$ cat src/rtl/hse_pkg.sv
// Shared types, constants and a helper function of the hash set engine.
package hse_pkg;

  localparam int MAX_BUCKETS     = 256;
  localparam int SLOT_GROUPS     = 2;
  localparam int SLOTS_PER_GROUP = 4;
  localparam int SLOTS           = SLOT_GROUPS * SLOTS_PER_GROUP;
  localparam int NODE_CAPACITY   = 8;
  localparam int MIN_BUCKETS     = 16;
  localparam int CROWD_LIMIT     = NODE_CAPACITY * 7;

  localparam int BKT_W   = $clog2(MAX_BUCKETS);
  localparam int SLOT_W  = $clog2(SLOTS);
  localparam int NB_W    = 9;
  localparam int FILL_W  = 4;
  localparam int TOTAL_W = 12;

  localparam logic [31:0] HASH_SEED = 32'd12138;
  localparam logic [31:0] MUR_C1    = 32'hcc9e2d51;
  localparam logic [31:0] MUR_C2    = 32'h1b873593;
  localparam logic [31:0] MUR_ADD   = 32'he6546b64;
  localparam logic [31:0] MUR_LEN   = 32'd4;
  localparam logic [31:0] MUR_F1    = 32'h85ebca6b;
  localparam logic [31:0] MUR_F2    = 32'hc2b2ae35;

  localparam logic CFG_BUCKET_COUNT = 1'b0;
  localparam logic CFG_FROZEN       = 1'b1;

  typedef enum logic [1:0] {
    ACT_INSERT = 2'd0,
    ACT_REMOVE = 2'd1,
    ACT_LOOKUP = 2'd2
  } action_e;

  typedef enum logic [1:0] {
    ST_OK     = 2'd0,
    ST_FAIL   = 2'd1,
    ST_FROZEN = 2'd2
  } status_e;

  typedef enum logic [1:0] {
    HINT_REMAIN = 2'd0,
    HINT_GROW   = 2'd1,
    HINT_REDUCE = 2'd2
  } hint_e;

  typedef enum logic [3:0] {
    F_IDLE, F_MIX1, F_MIX2, F_MIX3, F_MIX4, F_MIX5, F_MOD, F_PUSH
  } front_state_e;

  typedef enum logic [1:0] {
    B_IDLE, B_SCAN, B_UPD, B_SWEEP
  } back_state_e;

  typedef struct packed {
    logic [1:0]       action;
    logic [31:0]      key;
    logic [BKT_W-1:0] bucket;
  } req_t;

  typedef struct packed {
    logic [NB_W-1:0] nb;
    logic            frozen;
    logic            recount;
  } cfg_t;

  function automatic logic [31:0] rotl32(logic [31:0] x, int r);
    rotl32 = (x << r) | (x >> (32 - r));
  endfunction

endpackage

$ cat src/rtl/hse_queue.sv
// Two-entry request queue between front and back end.
module hse_queue (
  input  logic          clk_i,
  input  logic          rst_ni,
  input  logic          push_i,
  input  hse_pkg::req_t push_data_i,
  output logic          full_o,
  input  logic          pop_i,
  output hse_pkg::req_t head_o,
  output logic          empty_o
);
  import hse_pkg::*;

  req_t       mem_q [2];
  logic       wr_q, rd_q;
  logic [1:0] cnt_q;

  always_ff @(posedge clk_i or negedge rst_ni) begin
    if (!rst_ni) begin
      wr_q  <= 1'b0;
      rd_q  <= 1'b0;
      cnt_q <= '0;
    end else begin
      if (push_i) wr_q <= ~wr_q;
      if (pop_i) rd_q <= ~rd_q;
      cnt_q <= cnt_q + {1'b0, push_i} - {1'b0, pop_i};
    end
  end

  always_ff @(posedge clk_i) begin
    if (push_i) mem_q[wr_q] <= push_data_i;
  end

  assign head_o  = mem_q[rd_q];
  assign full_o  = (cnt_q == 2'd2);
  assign empty_o = (cnt_q == 2'd0);

endmodule

$ cat config.mk
export PLATFORM = sky130hd
export DESIGN_NAME = hse_queue
export DESIGN_NICKNAME = d
export VERILOG_FILES = /design/src/rtl/hse_pkg.sv /design/src/rtl/hse_queue.sv
export SDC_FILE = /design/constraint.sdc
export NUM_CORES = 1
export LEC_CHECK = 0
export ABC_AREA = 1
export BUFFER_PORTS_ARGS = -buffer_cell sky130_fd_sc_hd__buf_4
export CAP_MARGIN = 20
export CORE_MARGIN = 2
export CORE_UTILIZATION = 47
export CTS_CLUSTER_SIZE = 28
export DETAILED_ROUTE_END_ITERATION = 8
export PLACE_DENSITY = 0.82
export SLEW_MARGIN = 10
export SYNTH_ARGS = -nofsm -noshare
export SYNTH_HDL_FRONTEND = slang
export SYNTH_SLANG_ARGS = --single-unit
$ cat constraint.sdc
create_clock -name clk_i -period 2.8 [get_ports clk_i]
set_clock_uncertainty 0.2 [all_clocks]
set_input_delay 0.42 -clock clk_i [delete_from_list [all_inputs] [get_ports clk_i]]
set_output_delay 0.42 -clock clk_i [all_outputs]
set_load 0.01 [all_outputs]
==> results by group <==
Die
  – Row cnt: 30
  – Initial core utilization: 48.77%
  – Die area: 7778 µm²
  – Die Height: 88.20 µm
  – Die width: 88.20 µm
  – Area of the core: 6832 µm²
  – # IOs: 90

STA
  – Final setup fails: 0
  – Final Max Tran Viols: 0
  – Worst Tran Pin Value: 0.4954 ns
  – Hold Fails Final Rpt: 0
  – Fin Setup TNS: 0 ns
  – Slew margin rel.: 66.97%
  – Highest achievable clock rate: 421.8 MHz
  – RSZ-0062 raised after global routing: false
  – Final WS setup: 0.4293 ns
  – Final worst path period share: 84.67%
  – Min Tclk post-route: 2.371 ns

Clock tree
  – CTS tree: yes
  – Skew-Pair Late Insertion Delay: 0.34 ns
  – Worst-path clk slew: 0.09 ns
  – Clk root buf: clkbuf_8
  – Resized Gates After CTS: 0
  – Longest Clk Path Bufs: 2
  – Post-CTS Setup Bufs: 0
  – CTS Buf Count: 9
  – Hold buffer count at cts: 1
  – H-tree depth: 3
  – Num Clock Sinks: 88

Global routing
  – Gr usage total: 15.39%
  – Vias in the first global route: 2045
  – GRT overflow: 0
  – First-pass GRT wire length: 8790 µm
  – Largest net degree at the start of global routing: 35
  – Initial antenna violation count: 0

Synth
  – Yosys reg bits: 88
  – Register area share after synthesis: 78.71%
  – Cell count after synthesis: 244
  – Syn nets: 292
  – Cell variety after synth: 14
  – Synth area leaders: edfxtp_1, inv_1, nand2_1, o21ai_0, dfrtp_1
  – YS warnings: 0
  – Mapped cell area: 3332 µm²
  – Cell taking the most area after synthesis: edfxtp_1
  – Syn_area_per_cell: 13.66 µm²
  – Synth top area share: 75.70%

Routing
  – Post-Route WL: 5609 µm
  – Router iterations before antenna repair: 4
  – 1st-iter DRT viols: 75
  – DR WL/cell: 12.66 µm
  – Vias post-DR: 1998
  – Post-route ant nets: 0
  – DRC: 0
  – Via/cell ratio: 4.510

Cells and area
  – Final #Nets: 390
  – Antenna diode count: 0
  – Share of layout cells above drive strength 1: 32.56%
  – Fin cells: 443
  – Filler cell count: 541
  – Area Growth Syn to Fin: 30.23%

Flow run
  – Number of max-cap violations: 0

Power
  – Worst VDD drop: 0.5896 mV
  – Total power: 4148 µW
  – Pleak: 0.001870 µW
  – Pwr Density: 955.9 nW/µm²

Place
  – Placer congestion estimate: 0.7049
  – Inst Count DP: 426
  – HPWL after DPL: 3902 µm
  – DP Worst Slack: 0.7700 ns
  – I/O Buffers: 89

Min path
  – Worst hold path type: in2reg

Critical path
  – Worst EP required: 2.18 ns
  – CP max FO: 34
  – Startpoint Class: flip-flop
  – Critical Path End Type: output port
  – Crit Path Category: reg2out
  – Arr. time, crit path: 1.75 ns

Run status
  – Outcome: complete, no violations
-- sequential cells by signal, indices dropped and copies added, names as in the netlist --
| signal | flops |
|---|---|
| cnt_q | 2 |
| mem_q | 84 |
| rd_q | 1 |
| wr_q | 1 |
-- cell families (layout without fill, tap and decap cells) --
family / count (synthesis) / in the layout / share of synthesized area, %
flip-flops: 88 / 88 / 78.71
buffers and inverters: 58 / 161 / 7.811
AND/OR/NAND/NOR: 52 / 52 / 5.895
AO/OA/AOI/OAI: 42 / 42 / 6.309
adder cells (fa/ha/maj): 2 / 2 / 0.7509
XOR/XNOR: 2 / 2 / 0.5258
-- final timing paths --
check	cells after the start	end	slack (ns)	startpoint
max in group asynchronous	2	rd_q	2.07	rst_ni
setup / recovery	4	head_o[9]	0.43	rd_q
hold / removal	1	mem_q[0][39]	0.06	push_data_i[39]
setup reg to reg	3	mem_q[1][22]	1.16	wr_q
min in group asynchronous	2	cnt_q[0]	0.21	rst_ni
hold reg to reg	1	wr_q	0.37	wr_q
-- routing by layer --
layer / track usage, % / wire length (µm) / vias to the layer above / part of all wire, %
met5: 0 / 0 / - / 0
met4: 5.372 / 72 / 0 / 1.3
met3: 5.372 / 255 / 8 / 4.5
met2: 27.55 / 2984 / 64 / 53
met1: 16.96 / 2297 / 921 / 41
li1: - / - / 1005 / -
-- cell usage in the layout, fill, tap and decap left out --
cell type and count:
clkinv_4 2, bufinv_16 2, clkbuf_8 9, buf_12 1, clkinv_2 1, o21ai_0 31
inv_6 1, inv_2 1, dfrtp_2 1, edfxtp_1 84, dlygate4sd3_1 1, inv_1 48
ha_1 2, xor2_1 2, clkinv_1 1, nand3_1 1, nor2_4 1, buf_4 94
dfrtp_1 3, nand2_1 48, o21ai_1 11, nor2_1 2
-- worst max-delay path, cell delays in order, from the launching register on --
cell and delay [ns]:
dfrtp_2 0.69, buf_4 0.36, nand2_1 0.09, o21ai_0 0.10, buf_4 0.16
-- power by group --
part           total (µW)  internal, µW  leakage [µW]  switching [µW]
registers            1880          1750      0.000834             134
logic                1340           616      0.000924             720
clock network         929           504      0.000111             425
-- synthesized netlist by cell type --
cell type and n:
dfrtp_1 4, ha_1 2, edfxtp_1 84, o21ai_0 31, xor2_1 2, nor2_1 3, buf_2 1, nand3_1 1
o21ai_1 11, buf_6 5, clkbuf_1 2, buf_4 1, inv_1 49, nand2_1 48
-- metrics by stage --
stage	hold WS (ns)	util (%)	area, µm²
3_5_place_dp	0.01990	60.16	4110
6_report	0.05715	63.52	4339
2_1_floorplan	-0.07559	-	3334
4_1_cts	0.03750	63.52	4339
3_3_place_gp	0.01978	60.16	4110
5_1_grt	0.02361	63.52	4339
-- final cells by class --
type | instances | area (µm²) | area share (%)
sequential | 88 | 2624 | 60.47
clock inverter | 7 | 95.09 | 2.191
inverter | 49 | 183.9 | 4.239
multi-input combinational | 98 | 456.7 | 10.52
clock buffer | 9 | 123.9 | 2.855
timing repair buffer | 96 | 735.7 | 16.96
tap | 96 | 120.1 | 2.768
(Power assumes the default switching activity.)
