File: src/rtl/hse_pkg.sv
// Shared types, constants and a helper function of the hash set engine.
package hse_pkg;

  localparam int MAX_BUCKETS     = 256;
  localparam int SLOT_GROUPS     = 2;
  localparam int SLOTS_PER_GROUP = 4;
  localparam int SLOTS           = SLOT_GROUPS * SLOTS_PER_GROUP;
  localparam int NODE_CAPACITY   = 8;
  localparam int MIN_BUCKETS     = 16;
  localparam int CROWD_LIMIT     = NODE_CAPACITY * 7;

  localparam int BKT_W   = $clog2(MAX_BUCKETS);
  localparam int SLOT_W  = $clog2(SLOTS);
  localparam int NB_W    = 9;
  localparam int FILL_W  = 4;
  localparam int TOTAL_W = 12;

  localparam logic [31:0] HASH_SEED = 32'd12138;
  localparam logic [31:0] MUR_C1    = 32'hcc9e2d51;
  localparam logic [31:0] MUR_C2    = 32'h1b873593;
  localparam logic [31:0] MUR_ADD   = 32'he6546b64;
  localparam logic [31:0] MUR_LEN   = 32'd4;
  localparam logic [31:0] MUR_F1    = 32'h85ebca6b;
  localparam logic [31:0] MUR_F2    = 32'hc2b2ae35;

  localparam logic CFG_BUCKET_COUNT = 1'b0;
  localparam logic CFG_FROZEN       = 1'b1;

  typedef enum logic [1:0] {
    ACT_INSERT = 2'd0,
    ACT_REMOVE = 2'd1,
    ACT_LOOKUP = 2'd2
  } action_e;

  typedef enum logic [1:0] {
    ST_OK     = 2'd0,
    ST_FAIL   = 2'd1,
    ST_FROZEN = 2'd2
  } status_e;

  typedef enum logic [1:0] {
    HINT_REMAIN = 2'd0,
    HINT_GROW   = 2'd1,
    HINT_REDUCE = 2'd2
  } hint_e;

  typedef enum logic [3:0] {
    F_IDLE, F_MIX1, F_MIX2, F_MIX3, F_MIX4, F_MIX5, F_MOD, F_PUSH
  } front_state_e;

  typedef enum logic [1:0] {
    B_IDLE, B_SCAN, B_UPD, B_SWEEP
  } back_state_e;

  typedef struct packed {
    logic [1:0]       action;
    logic [31:0]      key;
    logic [BKT_W-1:0] bucket;
  } req_t;

  typedef struct packed {
    logic [NB_W-1:0] nb;
    logic            frozen;
    logic            recount;
  } cfg_t;

  function automatic logic [31:0] rotl32(logic [31:0] x, int r);
    rotl32 = (x << r) | (x >> (32 - r));
  endfunction

endpackage

File: src/rtl/hse_front.sv
// Front end: accepts requests, hashes the key and reduces it to a bucket.
module hse_front (
  input  logic               clk_i,
  input  logic               rst_ni,
  input  hse_pkg::cfg_t      cfg_i,
  input  logic               in_valid_i,
  output logic               in_stall_o,
  input  logic [1:0]         action_i,
  input  logic signed [31:0] key_i,
  output logic               push_o,
  output hse_pkg::req_t      push_data_o,
  input  logic               full_i
);
  import hse_pkg::*;

  front_state_e state_q, state_d;
  logic [31:0] h_q, h_d;
  logic [31:0] key_q;
  logic [1:0]  act_q;
  logic [NB_W-1:0] rem_q, rem_d;
  logic [2:0]  cnt_q;
  logic [63:0] prod;
  logic [31:0] mix;

  function automatic logic [NB_W-1:0] mod_step(logic [NB_W-1:0] r, logic [3:0] bits,
                                                logic [NB_W-1:0] d);
    logic [NB_W:0] t;
    logic [NB_W-1:0] acc;
    acc = r;
    for (int i = 3; i >= 0; i--) begin
      t = {acc, bits[i]};
      if (t >= {1'b0, d}) t = t - {1'b0, d};
      acc = t[NB_W-1:0];
    end
    mod_step = acc;
  endfunction

  always_comb begin
    state_d = state_q;
    h_d     = h_q;
    rem_d   = rem_q;
    prod    = '0;
    mix     = '0;
    push_o  = 1'b0;
    case (state_q)
      F_IDLE: begin
        prod = {32'd0, key_i} * {32'd0, MUR_C1};
        h_d  = prod[31:0];
        if (in_valid_i) state_d = F_MIX1;
      end
      F_MIX1: begin
        prod    = {32'd0, rotl32(h_q, 15)} * {32'd0, MUR_C2};
        h_d     = prod[31:0];
        state_d = F_MIX2;
      end
      F_MIX2: begin
        mix     = rotl32(HASH_SEED ^ h_q, 13);
        mix     = (mix << 2) + mix + MUR_ADD;
        mix     = mix ^ MUR_LEN;
        h_d     = mix ^ (mix >> 16);
        state_d = F_MIX3;
      end
      F_MIX3: begin
        prod    = {32'd0, h_q} * {32'd0, MUR_F1};
        h_d     = prod[31:0];
        state_d = F_MIX4;
      end
      F_MIX4: begin
        mix     = h_q ^ (h_q >> 13);
        prod    = {32'd0, mix} * {32'd0, MUR_F2};
        h_d     = prod[31:0];
        state_d = F_MIX5;
      end
      F_MIX5: begin
        h_d     = h_q ^ (h_q >> 16);
        rem_d   = '0;
        state_d = F_MOD;
      end
      F_MOD: begin
        rem_d = mod_step(rem_q, h_q[31:28], cfg_i.nb);
        h_d   = h_q << 4;
        if (cnt_q == 3'd7) state_d = F_PUSH;
      end
      F_PUSH: begin
        if (!full_i) begin
          push_o  = 1'b1;
          state_d = F_IDLE;
        end
      end
      default: state_d = F_IDLE;
    endcase
  end

  always_ff @(posedge clk_i or negedge rst_ni) begin
    if (!rst_ni) begin
      state_q <= F_IDLE;
      cnt_q   <= '0;
    end else begin
      state_q <= state_d;
      if (state_q == F_MOD) cnt_q <= cnt_q + 3'd1;
      else cnt_q <= '0;
    end
  end

  always_ff @(posedge clk_i) begin
    h_q   <= h_d;
    rem_q <= rem_d;
    if (state_q == F_IDLE && in_valid_i) begin
      key_q <= key_i;
      act_q <= action_i;
    end
  end

  assign in_stall_o         = (state_q != F_IDLE);
  assign push_data_o.action = act_q;
  assign push_data_o.key    = key_q;
  assign push_data_o.bucket = rem_q[BKT_W-1:0];

endmodule

File: config.mk
export PLATFORM = sky130hd
export DESIGN_NAME = hse_front
export DESIGN_NICKNAME = d
export VERILOG_FILES = /design/src/rtl/hse_pkg.sv /design/src/rtl/hse_front.sv
export SDC_FILE = /design/constraint.sdc
export NUM_CORES = 2
export LEC_CHECK = 0
export BUFFER_PORTS_ARGS = -buffer_cell sky130_fd_sc_hd__buf_2
export CORE_AREA = 3 3 288 290
export DETAILED_ROUTE_END_ITERATION = 8
export DIE_AREA = 0 0 291 293
export PLACE_DENSITY_LB_ADDON = 0.3
export SLEW_MARGIN = 20
export SYNTH_ARGS = -nofsm -noshare
export SYNTH_HDL_FRONTEND = slang
export SYNTH_SLANG_ARGS = --single-unit
File: constraint.sdc
create_clock -name clk_i -period 11 [get_ports clk_i]
set_input_delay 2.2 -clock clk_i [delete_from_list [all_inputs] [get_ports clk_i]]
set_output_delay 2.2 -clock clk_i [all_outputs]
set_load 0.05 [all_outputs]
==> impl_metrics.env <==
export IMPL_gp_congestion=1.04
export IMPL_r2r_start="h_q[31]$_DFFE_PP_"
export IMPL_detail_route_wl_per_cell_um=24.3
export IMPL_yosys_area_share_simple_pct=4.84
export IMPL_clock_skew_ps=16.1
export IMPL_synthAdderAreaFrac_pct=60.5
export IMPL_synth_top_family_by_area="adder cells"
export IMPL_drc=0
export IMPL_setup_ws_ps=827
export IMPL_synth_xor_area_share_pct=6.49
export IMPL_cp_end_kind="flop"
export IMPL_hold_class="reg -> reg"
export IMPL_mostFrequentLayoutCells="inv_1, ha_1, fa_1"
export IMPL_crit_arrival_ps=10290
export IMPL_post_synth_top_area_cell="fa_1"
export IMPL_cts_setup_buffers=0
export IMPL_netlist_top_cells_area="fa_1, ha_1, inv_1"
export IMPL_tightest_slew_ps=1130
export IMPL_critPathMaxFanout=10
export IMPL_grt_max_degree=66
export IMPL_fin_nets=5856
export IMPL_synth_area_sq_um=40300
export IMPL_slew_headroom_pct=24.1
export IMPL_synth_compound_area_share_pct=9.16
export IMPL_finalSetupViolCount=0
export IMPL_fin_tns_setup_ps=0
export IMPL_die_area_sq_um=85300
export IMPL_final_common_cell="inv_1"
export IMPL_insertion_delay_ps=400
export IMPL_cts_root_buf="clkbuf_16"
export IMPL_layout_drive_gt1_share_pct=4.49
export IMPL_clock_fmax_mhz=98.3
export IMPL_ys_seq_elements=81
export IMPL_ys_warn_count=0
export IMPL_syn_num_nets=5764
export IMPL_die_h_um=293
export IMPL_rows=104
export IMPL_cts_buffers=9
export IMPL_status="completed"
export IMPL_dr_pass1_iters=8
export IMPL_viasPerCell=5.57
export IMPL_rsz0062_at_grt="no"
export IMPL_totalWireLength_um=130000
export IMPL_hold_viol=0
export IMPL_synth_edff_count=75
export IMPL_grt_ovfl_total=0
export IMPL_area_growth_pct=5.44
export IMPL_first_iter_violations=2675
export IMPL_port_buffers=90
export IMPL_cap_violations=0
export IMPL_syn_area_per_cell_sq_um=9.59
export IMPL_pin_count=93
export IMPL_grt_usage_pct=31.0
export IMPL_vias=29852
export IMPL_cp_data_required_time_ps=11120
export IMPL_async_flop_share_pct=7.41
export IMPL_place_hpwl_um=112000
export IMPL_seq_area_frac_synth_pct=5.96
export IMPL_antenna_found_initial=2
export IMPL_hold_buffers=0
export IMPL_fillerInstances=7421
export IMPL_h_tree_depth=3
export IMPL_reg2reg_slack_ps=1860
export IMPL_path_class="in -> reg"
export IMPL_reg2reg_depth=37
export IMPL_min_period_ps=10170
export IMPL_synth_cells=4203
export IMPL_fp_coreArea_sq_um=80500
export IMPL_min_period_over_period_pct=92.5
export IMPL_synth_main_ff_cell="edfxtp_1"
export IMPL_antenna_left=0
export IMPL_cts_resized=0
export IMPL_crit_path_max_incr_delay_ps=440
export IMPL_yosysTopAreaCellShare_pct=36.0
export IMPL_critPathSlowestCell="fa_1"
export IMPL_drv_slew=0
export IMPL_grt_pass1_vias=30987
export IMPL_crit_start="cfg_i[2]"
export IMPL_cts_buffer_depth=2
export IMPL_start_util_pct=50.0
export IMPL_clock_sinks=81
export IMPL_die_w_um=291
export IMPL_dp_slack_ps=415
export IMPL_r2r_end="rem_q[3]$_SDFFCE_PP0P_"
export IMPL_grt_pass1_wl_um=196000
export IMPL_cp_start_kind="input port"
export IMPL_yosys_cell_types_count=78
export IMPL_cts_clk_slew_worst_paths_ps=80
export IMPL_cts_tree="yes"
export IMPL_crit_end="rem_q[3]$_SDFFCE_PP0P_"
export IMPL_synthMuxAreaShare_pct=0.919
==> synth_stat cells (33+ instances only) <==
master and n:
xor2_1 95, a21oi_1 159, o21ai_0 121, inv_1 1242, nand2_1 94, a21o_1 56, clkbuf_1 43, o21a_1 33
fa_1 725, edfxtp_1 75, nor2_1 128, ha_1 787, xnor2_1 201
==> routing by layer <==
metal / global-route usage [%] / up-vias / share of wire, %
met4: 12.0 / 0 / 4.9
li1: - / 13407 / -
met1: 42.5 / 14817 / 42
met5: 0 / - / 0
met2: 48.5 / 1307 / 44
met3: 6.39 / 321 / 8.9
==> area by class of cell <==
| cell class | instances | area (sq um) | area share [%] |
|---|---|---|---|
| antenna | 2 | 5.00 | 0.0118 |
| sequential | 81 | 2400 | 5.66 |
| timing repair buffer | 135 | 788 | 1.86 |
| inverter | 1242 | 4660 | 11.0 |
| clock buffer | 9 | 225 | 0.530 |
| multi-input combinational | 2826 | 33000 | 77.7 |
| clock inverter | 7 | 70.1 | 0.165 |
| tap | 1060 | 1330 | 3.12 |
==> kinds of logic (layout without fill, tap and decap cells) <==
group / after synthesis / after routing
adders and majority gates: 1512 / 1512
and+or+nand+nor: 409 / 409
DFF: 81 / 81
xor gates and xnor gates: 297 / 297
AOI/OAI and AO/OA: 573 / 573
other: 0 / 2
muxes: 35 / 35
buffers and inverters: 1296 / 1393
==> critical path, delay by kind of cell <==
family / cells / cell delay [ps]
simple gates: 5 / 480
compound gates: 20 / 4200
buf+inv: 3 / 450
fa+ha+maj: 5 / 1700
mux: 4 / 1250
==> sequential cells by signal (all words and copies together) (netlist names) <==
| register | cells |
|---|---|
| h_q | 32 |
| act_q | 2 |
| rem_q | 9 |
| cnt_q | 3 |
| state_q | 3 |
| key_q | 32 |
==> per-stage QoR <==
| stage | util, % | cell area [sq um] | cells | hold slack (ps) |
|---|---|---|---|---|
| global placement | 52.4 | 42200 | 5344 | 427 |
| floorplan | - | 40300 | 4203 | 410 |
| CTS | 52.7 | 42500 | 5360 | 442 |
| global route | 52.7 | 42500 | 5361 | 488 |
| finish | 52.7 | 42500 | 5362 | 439 |
| detailed placement | 52.4 | 42200 | 5344 | 431 |
==> worst min-delay path by stage <==
stage	start	endpoint	slack, ps	depth (start not counted)
floorplan	cnt_q[0]$_DFF_PN0_	cnt_q[0]$_DFF_PN0_	410	1
global route	cnt_q[0]$_DFF_PN0_	cnt_q[0]$_DFF_PN0_	490	1
CTS	cnt_q[0]$_DFF_PN0_	cnt_q[0]$_DFF_PN0_	440	1
detailed placement	cnt_q[0]$_DFF_PN0_	cnt_q[0]$_DFF_PN0_	430	1
global placement	cnt_q[0]$_DFF_PN0_	cnt_q[0]$_DFF_PN0_	430	1
finish	cnt_q[0]$_DFF_PN0_	cnt_q[0]$_DFF_PN0_	440	1
Power is not shown: default switching activity piles up to over one toggle a cycle in this logic, so the estimate is an artifact.
